===== config.mk =====
export PLATFORM = sky130hd
export DESIGN_NAME = osm_cell
export DESIGN_NICKNAME = d
export VERILOG_FILES = /design/src/rtl/osm_pkg.sv /design/src/rtl/osm_cell.sv
export SDC_FILE = /design/constraint.sdc
export NUM_CORES = 1
export LEC_CHECK = 0
export ABC_AREA = 1
export BUFFER_PORTS_ARGS = -buffer_cell sky130_fd_sc_hd__buf_2
export CAP_MARGIN = 20
export CORE_ASPECT_RATIO = 0.8
export CORE_MARGIN = 2
export CORE_UTILIZATION = 38
export DETAILED_ROUTE_END_ITERATION = 10
export GPL_TIMING_DRIVEN = 0
export PLACE_DENSITY = 0.66
export SLEW_MARGIN = 5
export SYNTH_ARGS = -nofsm -noshare
export SYNTH_HDL_FRONTEND = slang
export SYNTH_SLANG_ARGS = --single-unit

===== constraint.sdc =====
create_clock -name clk -period 5.92 [get_ports clk]
set_input_delay 0.888 -clock clk [delete_from_list [all_inputs] [get_ports clk]]
set_output_delay 0.888 -clock clk [all_outputs]
set_load 0.1 [all_outputs]

===== src/rtl/osm_pkg.sv =====
// Shared types and constants for the order-statistic multiset.
// No dependencies.
package osm_pkg;

  localparam int CELLS      = 256;
  localparam int COUNT_BITS = 16;
  localparam int IDX_W      = (CELLS > 1) ? $clog2(CELLS) : 1;

  localparam logic signed [31:0] NO_SUCC = 32'sh7FFF_FFFF;
  localparam logic signed [31:0] NO_PRED = 32'sh8000_0001;

  typedef enum logic [2:0] {
    REQ_INSERT = 3'd0,
    REQ_DELETE = 3'd1,
    REQ_RANK   = 3'd2,
    REQ_SELECT = 3'd3,
    REQ_PRED   = 3'd4,
    REQ_SUCC   = 3'd5,
    REQ_NOP6   = 3'd6,
    REQ_NOP7   = 3'd7
  } osm_req_t;

  typedef enum logic [1:0] {
    ST_OK        = 2'd0,
    ST_NOT_FOUND = 2'd1,
    ST_FULL      = 2'd2,
    ST_RANGE     = 2'd3
  } osm_status_t;

  typedef enum logic [2:0] {
    OP_HOLD,
    OP_INS_HIT,
    OP_INS_NEW,
    OP_DEL_DEC,
    OP_DEL_RM,
    OP_ROT
  } osm_op_t;

  typedef struct packed {
    osm_op_t            op;
    logic signed [31:0] key;
  } osm_ctrl_t;

  typedef struct packed {
    logic signed [31:0]    key;
    logic [COUNT_BITS-1:0] cnt;
  } osm_slot_t;

endpackage


===== src/rtl/osm_cell.sv =====
// One cell of the sorted chain: a distinct key and its count.
// Depends on osm_pkg.
module osm_cell import osm_pkg::*; (
  input  logic      clk,
  input  logic      rst_n,
  input  osm_ctrl_t ctrl,
  input  osm_slot_t left,
  input  logic      left_lt,
  input  osm_slot_t right,
  output osm_slot_t slot,
  output logic      lt,
  output logic      eq
);

  logic signed [31:0]    key_r;
  logic [COUNT_BITS-1:0] cnt_r;
  logic                  valid;

  assign valid = (cnt_r != '0);
  assign lt    = valid && (key_r < ctrl.key);
  assign eq    = valid && (key_r == ctrl.key);
  assign slot  = '{key: key_r, cnt: cnt_r};

  always_ff @(posedge clk) begin
    unique case (ctrl.op)
      OP_INS_HIT: if (eq) cnt_r <= cnt_r + 1'b1;
      OP_INS_NEW: begin
        if (!lt) begin
          if (left_lt) begin
            key_r <= ctrl.key;
            cnt_r <= COUNT_BITS'(1);
          end else begin
            key_r <= left.key;
            cnt_r <= left.cnt;
          end
        end
      end
      OP_DEL_DEC: if (eq) cnt_r <= cnt_r - 1'b1;
      OP_DEL_RM: begin
        if (!lt) begin
          key_r <= right.key;
          cnt_r <= right.cnt;
        end
      end
      OP_ROT: begin
        key_r <= right.key;
        cnt_r <= right.cnt;
      end
      default: ;
    endcase
    if (!rst_n) cnt_r <= '0;
  end

endmodule


* Word level (Yosys, flattened, before mapping) *
Index checks and enable logic that the tools add are counted.

word-level totals
  bits in registers = 48
  bits of input ports = 134

cells by class
  $add $sub $neg = 2
  order comparisons = 1
  equality and inequality tests = 10
  muxes and demuxes = 10
  reduce and logical (&&, ||, !) cells = 7

operator list
  kind                     count
  $mux W32                 3
  $pmux W32 S3             1
  $mux W16                 5
  $pmux W16 S5             1
  $eq A32 B32 Y1           1
  $lt A32 B32 Y1           1
  $add A16 B1 Y16 const B  1
  $reduce_bool A16 Y1      1
  $sub A16 B1 Y16 const B  1
  $ne A2 B2 Y1 const B     4
  $eq A3 B2 Y1 const B     2
  $eq A3 B3 Y1 const B     2
  $reduce_and A5 Y1        1
  $reduce_bool A5 Y1       1
  $eq A3 B1 Y1 const B     1
  $reduce_and A3 Y1        1
  $reduce_bool A3 Y1       1
  $logic_and A1 B1 Y1      2

* Logic depth before layout (Yosys ltp) *
  depth in word-level cells = 4
  gate-level depth with buffers = 20
  mapped depth without buffers = 19

* Least setup slack after synthesis *
OpenSTA, ideal clock, no wires.

  path type = register to output
  start point = reg key_r[31]
  end point = out lt
  arrival time = 2734 ps
  data required time = 5032 ps
  setup slack = 2298 ps
  cell stages (with the launch flop) = 9
  cells stage by stage = edfxtp_1 -> ha_1 -> a21oi_1 -> o21a_1 -> nand2_1 -> a21oi_2 -> nand2_1 -> nand2_1 -> and3_1

between the ends
  longest elaborated chain between the ends = 2

RTL lines
  item                    RTL line        source
  from (decl)             osm_cell.sv:15  logic signed [31:0] key_r;
  from (signal assigned)  osm_cell.sv:30  key_r <= ctrl.key;
  from (signal assigned)  osm_cell.sv:33  key_r <= left.key;
  from (signal assigned)  osm_cell.sv:41  key_r <= right.key;
  $lt A32 B32 Y1          osm_cell.sv:20  assign lt = valid && (key_r < ctrl.key);
  $logic_and A1 B1 Y1     osm_cell.sv:20
  to (decl)               osm_cell.sv:11  output logic lt,

Every way passes these cells.

* Final worst setup path *
  start point = in ctrl[15] (netlist bit)
  end point = out lt

between the ends
  longest elaborated chain between the ends = 2

RTL lines
  item                 RTL line        source
  from (decl)          osm_cell.sv:6   input osm_ctrl_t ctrl,
  $lt A32 B32 Y1       osm_cell.sv:20
  $logic_and A1 B1 Y1  osm_cell.sv:20

Every way passes these cells.

==> impl_metrics.env <==
export IMPL_cts_clk_slew_worst_paths_ns=0.07
export IMPL_status="completed"
export IMPL_first_pass_iters=5
export IMPL_die_x_microns=123
export IMPL_finish_utilization=0.510
export IMPL_pin_count=184
export IMPL_ctsHoldBuffers=0
export IMPL_cp_startpoint="ctrl[15]"
export IMPL_cts_buffer_depth=2
export IMPL_crit_path_start_kind="input pin"
export IMPL_cts_sinks=48
export IMPL_cellPowerDensity_nw_per_um2=237
export IMPL_htreeDepth=2
export IMPL_cp_required_ns=5.03
export IMPL_cts_inserted_buffers=5
export IMPL_post_route_drc_count=0
export IMPL_die_h_microns=99.1
export IMPL_max_freq_mhz=280
export IMPL_min_period_over_period=0.603
export IMPL_tightest_slew_ns=0.638
export IMPL_num_vias=4756
export IMPL_first_global_vias=4616
export IMPL_antenna_found_initial=0
export IMPL_pre_cts_slack_ns=2.26
export IMPL_synthFlopType="edfxtp_1"
export IMPL_syn_inst=619
export IMPL_hold_violations=0
export IMPL_worstSkewPairLatency_ns=0.30
export IMPL_min_path_type="flip-flop to flip-flop"
export IMPL_grt_overflow=0
export IMPL_crit_arrival_ns=2.68
export IMPL_rsz0062_at_grt="no"
export IMPL_ir_worst_vdd_v=0.000158
export IMPL_ant_nets=0
export IMPL_antenna_cells=0
export IMPL_synth_edf_count=32
export IMPL_core_region_area_sq_um=10900
export IMPL_via_per_inst=4.99
export IMPL_grt_max_degree=22
export IMPL_root_buffer="clkbuf_16"
export IMPL_synth_seq_area_share=0.298
export IMPL_yosys_register_bits=48
export IMPL_finalSetupTns_ns=0
export IMPL_fin_nets=989
export IMPL_drv_slew=0
export IMPL_slew_headroom=0.575
export IMPL_drive_above_1_share=0.292
export IMPL_power_leakage_nw=2.91
export IMPL_cp_max_fo=2
export IMPL_start_util=0.393
export IMPL_drt_iter0_drc=242
export IMPL_fin_crit_ns=3.57
export IMPL_maxCapViolations=0
export IMPL_hold_slack_ns=0.548
export IMPL_cts_tree="built"
export IMPL_grt_pass1_wl_mm=21.9
export IMPL_place_port_buffers=181
export IMPL_rrSetupSlack_ns=3.20
export IMPL_synth_nets=800
export IMPL_wl_per_cell_microns=14.5
export IMPL_globalplace_congestion=0.944
export IMPL_min_from="cnt_r[2]$_SDFFE_PN0P_"
export IMPL_crit_path_end_kind="output pin"
export IMPL_path_class="input pin to output pin"
export IMPL_num_rows=34
export IMPL_die_area_sq_um=12200
export IMPL_final_common_cell="buf_2"
export IMPL_wl_mm=13.9
export IMPL_synth_async_reset_ratio=0
export IMPL_syn_cell_area_sq_um=4290
export IMPL_r2r_start="key_r[31]$_DFFE_PP_"
export IMPL_synth_distinct_cells=46
export IMPL_post_cts_resized=0
export IMPL_yosysWarnings=0
export IMPL_area_delta_synth_final_pct=29.8
export IMPL_final_cell_mix="185 x buf_2, 140 x nand2_1, 97 x a21oi_1"
export IMPL_hpwl_mm=11.3
export IMPL_grtUsageTotal=0.229
export IMPL_setup_slack_ns=2.35
export IMPL_finalSetupViolCount=0
export IMPL_syn_avg_cell_area_sq_um=6.94
export IMPL_finalClockSkew_ns=0.00998
export IMPL_cts_setup_buffers=0
[kinds of logic after synthesis]
group | after synthesis | share of synthesized area
fa+ha+maj | 47 | 0.139
xor+xnor | 2 | 0.00408
simple gates | 291 | 0.296
compound gates | 135 | 0.173
flops | 48 | 0.298
buf+inv | 96 | 0.0895
[state kept, by name (all words and copies together) (netlist names)]
register  cells
key_r        32
cnt_r        16
[routing by layer]
layer  vias up  GRT usage  wire length, microns
li1       2430          -                     -
met1      2159      0.311                  6620
met2       151      0.380                  6190
met3        16     0.0324                   812
met4         0     0.0663                   235
met5         -          0                     0
[path summary, 6_finish.rpt]
check                                             end  cells after the start
worst min register to register  cnt_r[2]$_SDFFE_PN0P_                      2
worst min-delay path            cnt_r[2]$_SDFFE_PN0P_                      2
worst max-delay path                               lt                     12
worst max register to register    key_r[25]$_DFFE_PP_                     12
[synth_stat cells (2+ instances only)]
master / count / share of area
nand2_4: 3 / 0.0079
nor3_1: 4 / 0.0047
nor2_2: 12 / 0.017
inv_2: 8 / 0.0070
nand2_2: 9 / 0.013
nor2_1: 84 / 0.073
clkbuf_1: 14 / 0.012
o21ai_0: 11 / 0.013
nand2_1: 140 / 0.12
o31ai_1: 2 / 0.0035
or2_2: 4 / 0.0058
dfxtp_1: 16 / 0.075
o21ai_1: 2 / 0.0023
o21a_1: 2 / 0.0035
ha_1: 46 / 0.13
nand4_1: 5 / 0.0073
edfxtp_1: 32 / 0.22
a221oi_1: 3 / 0.0061
a21oi_1: 97 / 0.11
buf_2: 4 / 0.0047
nand3_1: 21 / 0.024
a22oi_1: 11 / 0.019
inv_1: 66 / 0.058
[power by group]
part | internal, mW | total [mW] | switching [mW] | leakage [nW]
Sequential | 0.394 | 0.417 | 0.0225 | 0.435
Clock | 0.199 | 0.335 | 0.136 | 0.0798
Combinational | 0.151 | 0.570 | 0.419 | 2.40
Total | 0.745 | 1.32 | 0.578 | 2.91
[cell type report]
class	count	area, sq um
plain buffers	21	103
fillers	1112	5360
multi-input cells	475	2630
clock inverters	3	42.5
clock buffers	5	125
repair buffers	182	933
well taps	144	180
inverters	75	282
flip-flops and latches	48	1280
[per-stage QoR]
step           total power, mW  cell area, sq um  instances
6_report                  1.32              5570        953
5_1_grt                   1.39              5570        953
4_1_cts                   1.34              5570        953
3_5_place_dp             0.993              5410        945
3_3_place_gp             0.981              5380        944
2_1_floorplan            0.849              4290        619
[worst max-delay path, stage by stage]
cell     delay [ns]
buf_2          0.09
inv_1          0.04
ha_1           0.30
a21oi_1        0.17
o21ai_0        0.12
a21oi_1        0.15
nand2_1        0.09
nand2_1        0.09
nand2_1        0.05
nand2_1        0.11
and3_1         0.16
buf_2          0.44
Power figures use the tool's default switching activity.
